==> src/cht_pkg.sv <==
// Shared types and constants for the chained hash table block.
// Holds sizes, status codes and the packed records kept in the RAMs.
// Depends on nothing; the top level and the hash unit refer to it by scoped names.
`default_nettype none

package cht_pkg;

	// Sizes of the entry pool and of the bucket table.
	localparam int POOL_ENTRIES = 32;
	localparam int MAX_BUCKETS  = 16;

	// Field widths.
	localparam int KEY_W   = 31;
	localparam int VAL_W   = 16;
	localparam int CFG_W   = 5;
	localparam int SLOT_W  = $clog2(POOL_ENTRIES);
	localparam int CNT_W   = $clog2(POOL_ENTRIES + 1);
	localparam int BKT_W   = $clog2(MAX_BUCKETS);
	localparam int DVD_W   = KEY_W + 2;
	localparam int STEP_W  = $clog2(DVD_W + 1);

	// Bucket count after reset.
	localparam logic [CFG_W-1:0] BUCKETS_RESET = CFG_W'(10);

	// Result status codes.
	typedef enum logic [1:0] {
		ST_INSERTED = 2'd0,
		ST_FULL     = 2'd1,
		ST_DUMPED   = 2'd2,
		ST_EMPTY    = 2'd3
	} status_t;

	// One stored entry.
	typedef struct packed {
		logic [KEY_W-1:0] key;
		logic [VAL_W-1:0] value;
	} entry_t;

	// First and last slot of one bucket chain.
	typedef struct packed {
		logic [SLOT_W-1:0] head;
		logic [SLOT_W-1:0] tail;
	} bucket_t;

	// Response of the hash unit.
	typedef struct packed {
		logic             done;
		logic [BKT_W-1:0] rem;
	} mod_rsp_t;

endpackage

`default_nettype wire

==> src/chained_hash_table_insert_dump.sv <==
// Chained hash table with insert and dump, top level.
// Depends on cht_pkg, cht_ram (entry and bucket RAMs) and cht_mod (hash unit).
//
// Usage: the input channel (in_valid/in_ready) carries action, key and value.
// An insert (action 0) appends the entry to the tail of bucket
// (3*key+1) mod bucket_count and answers one result with status inserted,
// or pool full once all 32 slots are taken. A dump (action 1) lists every
// entry bucket by bucket, in insertion order within a bucket, marking the
// final result with last; an empty table answers one empty result.
// One item is worked on at a time; in_ready is high only while idle.
// An insert steps through the hash unit (one step per dividend bit), then the
// bucket read, the write back and the output load; in_ready returns as the
// result is loaded, so each insert ends before the next item is taken.
// A dump reads the bucket table once per occupied bucket, steps over empty
// buckets one by one, and reads one entry per result from the entry RAM.
// Results pass through one output register; when the receiver stalls,
// the walk holds its RAM read data and resumes when the transfer completes.
// Reset empties the table (bucket valid bits and fill count cleared, no
// clearing pass) and sets bucket_count to 10. cfg_we writes bucket_count
// at once; a value of 0 acts as 1 and values above 16 act as 16.
`default_nettype none

module chained_hash_table_insert_dump (
	input  wire logic                         clk,
	input  wire logic                         arst_n,
	input  wire logic                         in_valid,
	output logic                              in_ready,
	input  wire logic                         action,
	input  wire logic [cht_pkg::KEY_W-1:0]    key,
	input  wire logic [cht_pkg::VAL_W-1:0]    value,
	output logic                              out_valid,
	input  wire logic                         out_ready,
	output logic      [1:0]                   status,
	output logic      [cht_pkg::KEY_W-1:0]    out_key,
	output logic      [cht_pkg::VAL_W-1:0]    out_value,
	output logic                              last,
	input  wire logic                         cfg_we,
	input  wire logic [cht_pkg::CFG_W-1:0]    cfg_wdata
);

	typedef enum logic [6:0] {
		S_IDLE  = 7'b0000001,
		S_HASH  = 7'b0000010,
		S_BRD   = 7'b0000100,
		S_EMIT  = 7'b0001000,
		S_DSCAN = 7'b0010000,
		S_DHEAD = 7'b0100000,
		S_DOUT  = 7'b1000000
	} state_t;

	state_t                            state_q;
	logic [cht_pkg::CFG_W-1:0]         bcount_q;
	logic [cht_pkg::BKT_W:0]           eff_buckets;
	logic [cht_pkg::CNT_W-1:0]         used_q;
	logic [cht_pkg::MAX_BUCKETS-1:0]   bvalid_q;
	logic [cht_pkg::BKT_W-1:0]         bkt_q;
	logic [cht_pkg::SLOT_W-1:0]        cur_q;
	logic [cht_pkg::SLOT_W-1:0]        tail_q;
	logic [cht_pkg::SLOT_W-1:0]        next_q [cht_pkg::POOL_ENTRIES];
	cht_pkg::status_t                  pend_q;
	logic [cht_pkg::KEY_W-1:0]         key_q;
	logic [cht_pkg::VAL_W-1:0]         val_q;

	logic                              ovalid_q;
	cht_pkg::status_t                  ostat_q;
	logic [cht_pkg::KEY_W-1:0]         okey_q;
	logic [cht_pkg::VAL_W-1:0]         oval_q;
	logic                              olast_q;

	logic                              in_xfer;
	logic                              out_free;
	logic                              out_load;
	logic                              hash_start;
	cht_pkg::mod_rsp_t                 mod_rsp;
	logic [cht_pkg::SLOT_W-1:0]        slot;
	logic                              full;
	logic [cht_pkg::MAX_BUCKETS-1:0]   valid_shift;
	logic                              more_above;
	logic                              chain_end;

	// RAM ports.
	logic                              ent_we;
	cht_pkg::entry_t                   ent_wdata;
	logic                              ent_re;
	logic [cht_pkg::SLOT_W-1:0]        ent_raddr;
	cht_pkg::entry_t                   ent_rdata;
	logic                              bkt_we;
	cht_pkg::bucket_t                  bkt_wdata;
	logic                              bkt_re;
	logic [cht_pkg::BKT_W-1:0]         bkt_raddr;
	cht_pkg::bucket_t                  bkt_rdata;

	// Handshakes.
	assign in_ready  = (state_q == S_IDLE);
	assign in_xfer   = in_valid && in_ready;
	assign out_free  = !ovalid_q || out_ready;
	assign out_load  = out_free && (state_q == S_EMIT || state_q == S_DOUT);
	assign out_valid = ovalid_q;
	assign status    = ostat_q;
	assign out_key   = okey_q;
	assign out_value = oval_q;
	assign last      = olast_q;

	// Effective bucket count, saturated to the range 1 to MAX_BUCKETS.
	always_comb begin
		if (bcount_q == '0) begin
			eff_buckets = (cht_pkg::BKT_W + 1)'(1);
		end else if (bcount_q > cht_pkg::CFG_W'(cht_pkg::MAX_BUCKETS)) begin
			eff_buckets = (cht_pkg::BKT_W + 1)'(cht_pkg::MAX_BUCKETS);
		end else begin
			eff_buckets = (cht_pkg::BKT_W + 1)'(bcount_q);
		end
	end

	// Dump walk helpers.
	assign slot        = used_q[cht_pkg::SLOT_W-1:0];
	assign full        = (used_q == cht_pkg::CNT_W'(cht_pkg::POOL_ENTRIES));
	assign valid_shift = bvalid_q >> bkt_q;
	assign more_above  = |valid_shift[cht_pkg::MAX_BUCKETS-1:1];
	assign chain_end   = (cur_q == tail_q);
	assign hash_start  = in_xfer && !action && !full;

	// RAM access control.
	always_comb begin
		ent_we          = 1'b0;
		ent_wdata.key   = key_q;
		ent_wdata.value = val_q;
		ent_re          = 1'b0;
		ent_raddr       = bkt_rdata.head;
		bkt_we          = 1'b0;
		bkt_wdata.head  = bvalid_q[bkt_q] ? bkt_rdata.head : slot;
		bkt_wdata.tail  = slot;
		bkt_re          = 1'b0;
		bkt_raddr       = bkt_q;
		case (state_q)
			S_HASH: begin
				bkt_re    = mod_rsp.done;
				bkt_raddr = mod_rsp.rem;
			end
			S_BRD: begin
				ent_we = 1'b1;
				bkt_we = 1'b1;
			end
			S_DSCAN: begin
				bkt_re = bvalid_q[bkt_q];
			end
			S_DHEAD: begin
				ent_re = 1'b1;
			end
			S_DOUT: begin
				ent_re    = out_free && !chain_end;
				ent_raddr = next_q[cur_q];
			end
			default: begin
			end
		endcase
	end

	// Sequencer state, counters and valid bits.
	always_ff @(posedge clk or negedge arst_n) begin
		if (!arst_n) begin
			state_q  <= S_IDLE;
			bcount_q <= cht_pkg::BUCKETS_RESET;
			used_q   <= '0;
			bvalid_q <= '0;
			ovalid_q <= 1'b0;
		end else begin
			if (cfg_we) begin
				bcount_q <= cfg_wdata;
			end
			if (out_load) begin
				ovalid_q <= 1'b1;
			end else if (ovalid_q && out_ready) begin
				ovalid_q <= 1'b0;
			end
			case (state_q)
				S_IDLE: begin
					if (in_xfer) begin
						if (!action) begin
							state_q <= full ? S_EMIT : S_HASH;
						end else begin
							state_q <= (bvalid_q == '0) ? S_EMIT : S_DSCAN;
						end
					end
				end
				S_HASH: begin
					if (mod_rsp.done) begin
						state_q <= S_BRD;
					end
				end
				S_BRD: begin
					bvalid_q[bkt_q] <= 1'b1;
					used_q          <= used_q + 1'b1;
					state_q         <= S_EMIT;
				end
				S_EMIT: begin
					if (out_free) begin
						state_q <= S_IDLE;
					end
				end
				S_DSCAN: begin
					if (bvalid_q[bkt_q]) begin
						state_q <= S_DHEAD;
					end
				end
				S_DHEAD: begin
					state_q <= S_DOUT;
				end
				S_DOUT: begin
					if (out_free) begin
						if (chain_end) begin
							state_q <= more_above ? S_DSCAN : S_IDLE;
						end
					end
				end
				default: begin
					state_q <= S_IDLE;
				end
			endcase
		end
	end

	// Item payload, walk pointers and chain links.
	always_ff @(posedge clk) begin
		if (in_xfer) begin
			key_q  <= key;
			val_q  <= value;
			bkt_q  <= '0;
			pend_q <= action ? cht_pkg::ST_EMPTY : cht_pkg::ST_FULL;
		end
		case (state_q)
			S_HASH: begin
				if (mod_rsp.done) begin
					bkt_q <= mod_rsp.rem;
				end
			end
			S_BRD: begin
				if (bvalid_q[bkt_q]) begin
					next_q[bkt_rdata.tail] <= slot;
				end
				pend_q <= cht_pkg::ST_INSERTED;
			end
			S_DSCAN: begin
				if (!bvalid_q[bkt_q]) begin
					bkt_q <= bkt_q + 1'b1;
				end
			end
			S_DHEAD: begin
				cur_q  <= bkt_rdata.head;
				tail_q <= bkt_rdata.tail;
			end
			S_DOUT: begin
				if (out_free) begin
					if (chain_end) begin
						bkt_q <= bkt_q + 1'b1;
					end else begin
						cur_q <= next_q[cur_q];
					end
				end
			end
			default: begin
			end
		endcase
	end

	// Output register load.
	always_ff @(posedge clk) begin
		if (state_q == S_EMIT && out_free) begin
			ostat_q <= pend_q;
			okey_q  <= '0;
			oval_q  <= '0;
			olast_q <= 1'b1;
		end else if (state_q == S_DOUT && out_free) begin
			ostat_q <= cht_pkg::ST_DUMPED;
			okey_q  <= ent_rdata.key;
			oval_q  <= ent_rdata.value;
			olast_q <= chain_end && !more_above;
		end
	end

	// Hash unit.
	cht_mod u_mod (
		.clk     (clk),
		.arst_n  (arst_n),
		.start   (hash_start),
		.key     (key),
		.divisor (eff_buckets),
		.rsp     (mod_rsp)
	);

	// Entry pool: key and value per slot.
	cht_ram #(
		.WIDTH ($bits(cht_pkg::entry_t)),
		.DEPTH (cht_pkg::POOL_ENTRIES)
	) u_entry_ram (
		.clk   (clk),
		.we    (ent_we),
		.waddr (slot),
		.wdata (ent_wdata),
		.re    (ent_re),
		.raddr (ent_raddr),
		.rdata (ent_rdata)
	);

	// Bucket table: head and tail slot per bucket.
	cht_ram #(
		.WIDTH ($bits(cht_pkg::bucket_t)),
		.DEPTH (cht_pkg::MAX_BUCKETS)
	) u_bucket_ram (
		.clk   (clk),
		.we    (bkt_we),
		.waddr (bkt_q),
		.wdata (bkt_wdata),
		.re    (bkt_re),
		.raddr (bkt_raddr),
		.rdata (bkt_rdata)
	);

endmodule

`default_nettype wire

==> src/cht_ram.sv <==
// Generic single-port-write, single-port-read RAM with a registered read.
// Width and depth are parameters; no dependencies.
`default_nettype none

module cht_ram #(
	parameter int WIDTH = 8,
	parameter int DEPTH = 16
) (
	input  wire logic                     clk,
	input  wire logic                     we,
	input  wire logic [$clog2(DEPTH)-1:0] waddr,
	input  wire logic [WIDTH-1:0]         wdata,
	input  wire logic                     re,
	input  wire logic [$clog2(DEPTH)-1:0] raddr,
	output logic      [WIDTH-1:0]         rdata
);

	logic [WIDTH-1:0] mem_q [DEPTH];

	// Write port.
	always_ff @(posedge clk) begin
		if (we) begin
			mem_q[waddr] <= wdata;
		end
	end

	// Read port; data holds while re is low.
	always_ff @(posedge clk) begin
		if (re) begin
			rdata <= mem_q[raddr];
		end
	end

endmodule

`default_nettype wire

==> src/cht_mod.sv <==
// Bucket hash unit: computes (3*key+1) mod n with one restoring step a cycle.
// Depends on cht_pkg for widths and the response record.
`default_nettype none

module cht_mod (
	input  wire logic                     clk,
	input  wire logic                     arst_n,
	input  wire logic                     start,
	input  wire logic [cht_pkg::KEY_W-1:0] key,
	input  wire logic [cht_pkg::BKT_W:0]   divisor,
	output cht_pkg::mod_rsp_t             rsp
);

	logic                          busy_q;
	logic                          done_q;
	logic [cht_pkg::STEP_W-1:0]    cnt_q;
	logic [cht_pkg::DVD_W-1:0]     dvd_q;
	logic [cht_pkg::BKT_W-1:0]     rem_q;
	logic [cht_pkg::BKT_W:0]       div_q;
	logic [cht_pkg::BKT_W:0]       trial;
	logic [cht_pkg::BKT_W-1:0]     rem_next;
	logic                          last_step;

	// One restoring division step: shift in the next dividend bit, subtract if it fits.
	always_comb begin
		trial = {rem_q, dvd_q[cht_pkg::DVD_W-1]};
		if (trial >= div_q) begin
			rem_next = cht_pkg::BKT_W'(trial - div_q);
		end else begin
			rem_next = trial[cht_pkg::BKT_W-1:0];
		end
		last_step = (cnt_q == cht_pkg::STEP_W'(cht_pkg::DVD_W - 1));
	end

	// Control: busy for one step per dividend bit, then a done pulse.
	always_ff @(posedge clk or negedge arst_n) begin
		if (!arst_n) begin
			busy_q <= 1'b0;
			done_q <= 1'b0;
			cnt_q  <= '0;
		end else begin
			done_q <= 1'b0;
			if (start) begin
				busy_q <= 1'b1;
				cnt_q  <= '0;
			end else if (busy_q) begin
				cnt_q <= cnt_q + 1'b1;
				if (last_step) begin
					busy_q <= 1'b0;
					done_q <= 1'b1;
				end
			end
		end
	end

	// Datapath: the dividend 3*key+1 fits in two bits more than the key.
	always_ff @(posedge clk) begin
		if (start) begin
			dvd_q <= {1'b0, key, 1'b0} + cht_pkg::DVD_W'(key) + cht_pkg::DVD_W'(1);
			rem_q <= '0;
			div_q <= divisor;
		end else if (busy_q) begin
			dvd_q <= {dvd_q[cht_pkg::DVD_W-2:0], 1'b0};
			rem_q <= rem_next;
		end
	end

	assign rsp.done = done_q;
	assign rsp.rem  = rem_q;

endmodule

`default_nettype wire
==> config.mk <==
export PLATFORM = sky130hd
export DESIGN_NAME = chained_hash_table_insert_dump
export DESIGN_NICKNAME = d
export VERILOG_FILES = /design/src/cht_pkg.sv /design/src/chained_hash_table_insert_dump.sv /design/src/cht_ram.sv /design/src/cht_mod.sv
export SDC_FILE = /design/constraint.sdc
export NUM_CORES = 2
export LEC_CHECK = 0
export BUFFER_PORTS_ARGS = -buffer_cell sky130_fd_sc_hd__buf_2
export CORE_MARGIN = 2
export CORE_UTILIZATION = 55
export CTS_BUF_LIST = sky130_fd_sc_hd__clkbuf_8 sky130_fd_sc_hd__clkbuf_16
export DETAILED_ROUTE_END_ITERATION = 16
export PLACE_DENSITY_LB_ADDON = 0.25
export REMOVE_ABC_BUFFERS = 1
export SLEW_MARGIN = 20
export SYNTH_ARGS = -nofsm -noshare
export SYNTH_HDL_FRONTEND = slang
export SYNTH_HIERARCHICAL = 1
export SYNTH_SLANG_ARGS = --single-unit
==> constraint.sdc <==
create_clock -name clk -period 7.4 [get_ports clk]
set_input_delay 0.37 -clock clk [delete_from_list [all_inputs] [get_ports clk]]
set_output_delay 0.37 -clock clk [all_outputs]
set_load 0.01 [all_outputs]
==> out/metrics.cfg <==
[final_layout]
drive_gt1_frac=0.133
final_net_count=5219
num-fill-cells=10600
synthToLayoutAreaGrowth_pct=12.0

[routing]
dr.first_iter.drc_count=5313
drtAntennaViolNets=0
routed_wirelength_um=207000
dr_total_vias=45800
drt_first_pass_iters=6
route.detailed.vias_per_inst=6.27
post_route_drc=0
routedWlPerCell_um=28.3

[synth]
synth.area.top_cells=sky130_fd_sc_hd__edfxtp_1 71%, sky130_fd_sc_hd__mux2i_1 9.1%, sky130_fd_sc_hd__mux4_2 2.2%
synthCells=4896
post_synth_num_cell_types=99
synth_area_um2=83300
count_leader_synth=sky130_fd_sc_hd__edfxtp_1
yosysTopAreaCell=sky130_fd_sc_hd__edfxtp_1
synth-seq-area-share=0.741
most_numerous_cell_types_in_the_synthesized_netlist=1978 x sky130_fd_sc_hd__edfxtp_1, 759 x sky130_fd_sc_hd__mux2i_1, 317 x sky130_fd_sc_hd__nand2_1, 252 x sky130_fd_sc_hd__a21oi_1, 163 x sky130_fd_sc_hd__nand3_1
syn-mean-instance-area_um2=17.0
synth-edff-count=1978
total_number_of_yosys_warnings=6
synth-async-reset-ratio=0.0206
yosysTopAreaCellShare=0.713
yosys_register_bits=2084
ys.flop_type=sky130_fd_sc_hd__edfxtp_1

[clocking]
root_buffer=sky130_fd_sc_hd__clkbuf_16
clockBufferDepth=3
cts_htree_levels=4
insertion_delay_ps=830
clock_sink_count=2084
cts_buffers=202
clk_pin_slew_worst_paths_ps=60
cts_setup_buffers=0
cts_tree=done
post_cts_resized=0

[worst_setup_path]
critical_path.max_stage_delay_ps=750
cp_max_fo=41
worstPathBufferInverterCount=1
cp_cell_sequence=nor4_1 -> nand2b_1 -> nor2_2 -> nor2_1 -> a21oi_1 -> and2_4 -> buf_4 -> a22o_1 -> nor3_1 -> a31oi_1 -> nand3_1
worst_ep_required_time_ps=7950
worst_path_dominant_cell_family=simple AND/OR/NAND/NOR gates
critPathArrivalTime_ps=5560
critPathKind=reg -> reg
critical-path-slowest-cell=sky130_fd_sc_hd__and2_4
worst_setup_path_start_kind=flip-flop
timing.critical_path.to_type=flip-flop

[floorplanning]
die_height_um=393
core-area_um2=150000
floorplan.die.width_um=393
floorplan.initialDensity=0.555
std_cell_rows=142
design.die.area_um2=155000
ios=110

[power]
p_switching_mw=5.54
share_clk_of_total_power=0.398
power_switching_share=0.218
leakage_nw=32.7
internal-power_mw=19.9
total_power_mw=25.4
cellPowerDensity_nw_per_um2=273
power.share.sequential=0.558
power.ir.vdd_worst_mv=0.225
comb_power_share=0.043

[timing]
timing.final.setup_violations=0
hold_viol=0
skew_ps=29.3
timing_worst_slew_pin_value_ps=1220
worst_slack_ps=2390
worst_slew_margin_rel=0.188
timing.final.crit_period_ps=5010
unrepaired_setup_endpoints_after_global_routing=no
final-max-slew-violation-count=0
max_clock_freq_ghz=0.200
timing.final.crit_share=0.676

[grt]
grt_start_max_net_pins=114
grt_antenna_before_repair=9
grt_usage=0.270
grt_pass1_vias=45000
grt-ovfl-total=0
grt_first_pass_wirelength_um=302000

[outcome]
outcome=complete, no violations

[placed_design]
routabilityCongestion=0.813
dp_hpwl_um=108000
dpl_worst_slack_ps=2470
placement.io_buffers=109

[run]
cap_violations=0

[hold_path]
min_path_type=in -> reg

cells in the final DEF, fill, tap and decap left out, drive strengths merged, types with 9 or more instances in the layout:
cell | netlist | final
edfxtp | 1978 | 1978
mux2i | 761 | 761
nand2 | 320 | 320
a21oi | 253 | 253
clkbuf | 101 | 213
buf | 159 | 213
nand3 | 164 | 164
a22oi | 162 | 162
nor2 | 135 | 135
inv | 46 | 103
a22o | 97 | 97
mux4 | 94 | 94
clkinv | 0 | 84
nor3 | 72 | 72
dfxtp | 63 | 63
dlygate4sd3 | 0 | 60
a31oi | 53 | 53
ha | 46 | 46
o21ai | 42 | 42
dfrtp | 40 | 40
mux2 | 31 | 31
a21o | 27 | 27
xnor2 | 21 | 21
nand2b | 20 | 20
bufinv | 0 | 19
nor2b | 19 | 19
xor2 | 15 | 15
nand3b | 13 | 13
nor4 | 12 | 12
nand4 | 11 | 11
o31ai | 10 | 10
or3 | 10 | 10
o211ai | 10 | 10
nor3b | 9 | 9
per-stage QoR:
stage | hold slack [ps] | util | cell area [um2] | cells | TNS (ps)
detailed placement | 445 | 0.573 | 86100 | 6864 | 0
finish | 78.3 | 0.621 | 93300 | 7306 | 0
CTS | 25.4 | 0.621 | 93300 | 7304 | 0
floorplan | 74.4 | - | 81700 | 4636 | -2479040
global placement | 439 | 0.573 | 86100 | 6863 | 0
global route | 104 | 0.621 | 93300 | 7305 | 0
tightest hold or removal path, cell delays in order:
cell	delay [ps]
sky130_fd_sc_hd__buf_2	120
sky130_fd_sc_hd__nand2b_1	250
sky130_fd_sc_hd__nand3_1	120
final timing paths:
path,start,end,slack (ps),cells past startpoint
setup / recovery,state_q[5]$_DFFE_PN0P_,u_entry_ram/rdata[0]$_DFFE_PP_,2390,11
hold / removal,out_ready,out_valid$_DFFE_PN0P_,80,3
setup reg to reg,state_q[5]$_DFFE_PN0P_,u_entry_ram/rdata[0]$_DFFE_PP_,2390,11
hold reg to reg,out_value[13]$_SDFFE_PP0P_,out_value[13]$_SDFFE_PP0P_,450,2
max in group asynchronous,arst_n,used_q[4]$_DFFE_PN0P_,6780,3
min in group asynchronous,arst_n,bvalid_q[12]$_DFFE_PN0P_,170,3
logic make-up after synthesis:
family	Yosys count	synth area share
XOR/XNOR	36	0.00379
AO/OA/AOI/OAI	716	0.0574
flip-flops	2084	0.741
AND/OR/NAND/NOR	820	0.0465
multiplexers	886	0.122
adder cells (fa/ha/maj)	48	0.00739
buffers and inverters	306	0.0215
metal layers:
layer  global-route usage  vias to the layer above  routed length, um  part of all wire
li1                     -                    19700                  -                 -
met1                0.387                    23500              84500              0.41
met2                0.433                     2176              99000              0.48
met3               0.0395                      362              17700             0.086
met4               0.0790                        6               5710             0.028
met5                    0                        -                 44           0.00021
power by group through the flow:
stage / clock (mW) / sequential [mW] / combinational (mW)
CTS: 10.3 / 14.2 / 1.10
floorplan: 0 / 14.2 / 0.757
global route: 10.7 / 14.3 / 1.21
finish: 10.1 / 14.2 / 1.10
global placement: 0 / 14.4 / 1.04
detailed placement: 0 / 14.4 / 1.06
repair_timing:
| action | 4_1_cts | 5_1_grt |
|---|---|---|
| hold buffers | 60 | 0 |
| hold endpoints to repair | 100 | 0 |
| endpoints found under the setup margin | 0 | 0 |
state kept, by name, indices dropped and copies added, names as in the netlist, 4 cells and up, named ones only:
name / flops
u_entry_ram/mem_q: 1504
next_q: 160
u_bucket_ram/mem_q: 160
u_entry_ram/rdata: 47
u_mod/dvd_q: 33
key_q: 31
out_key: 31
bvalid_q: 16
out_value: 16
val_q: 16
u_bucket_ram/rdata: 10
state_q: 7
u_mod/cnt_q: 6
used_q: 6
bcount_q: 5
cur_q: 5
tail_q: 5
u_mod/div_q: 5
bkt_q: 4
u_mod/rem_q: 4
cell type report:
class / count / area (um2) / area share
clock buffer: 213 / 5310 / 0.0569
inverter: 46 / 174 / 0.00186
clock inverter: 167 / 1270 / 0.0137
antenna: 1 / 2.50 / 0.0000268
sequential: 2084 / 61700 / 0.662
multi-input combinational: 2506 / 20100 / 0.215
timing repair buffer: 273 / 2170 / 0.0233
tap: 2016 / 2520 / 0.0270
Note: power is estimated with default switching activity, not from simulation.
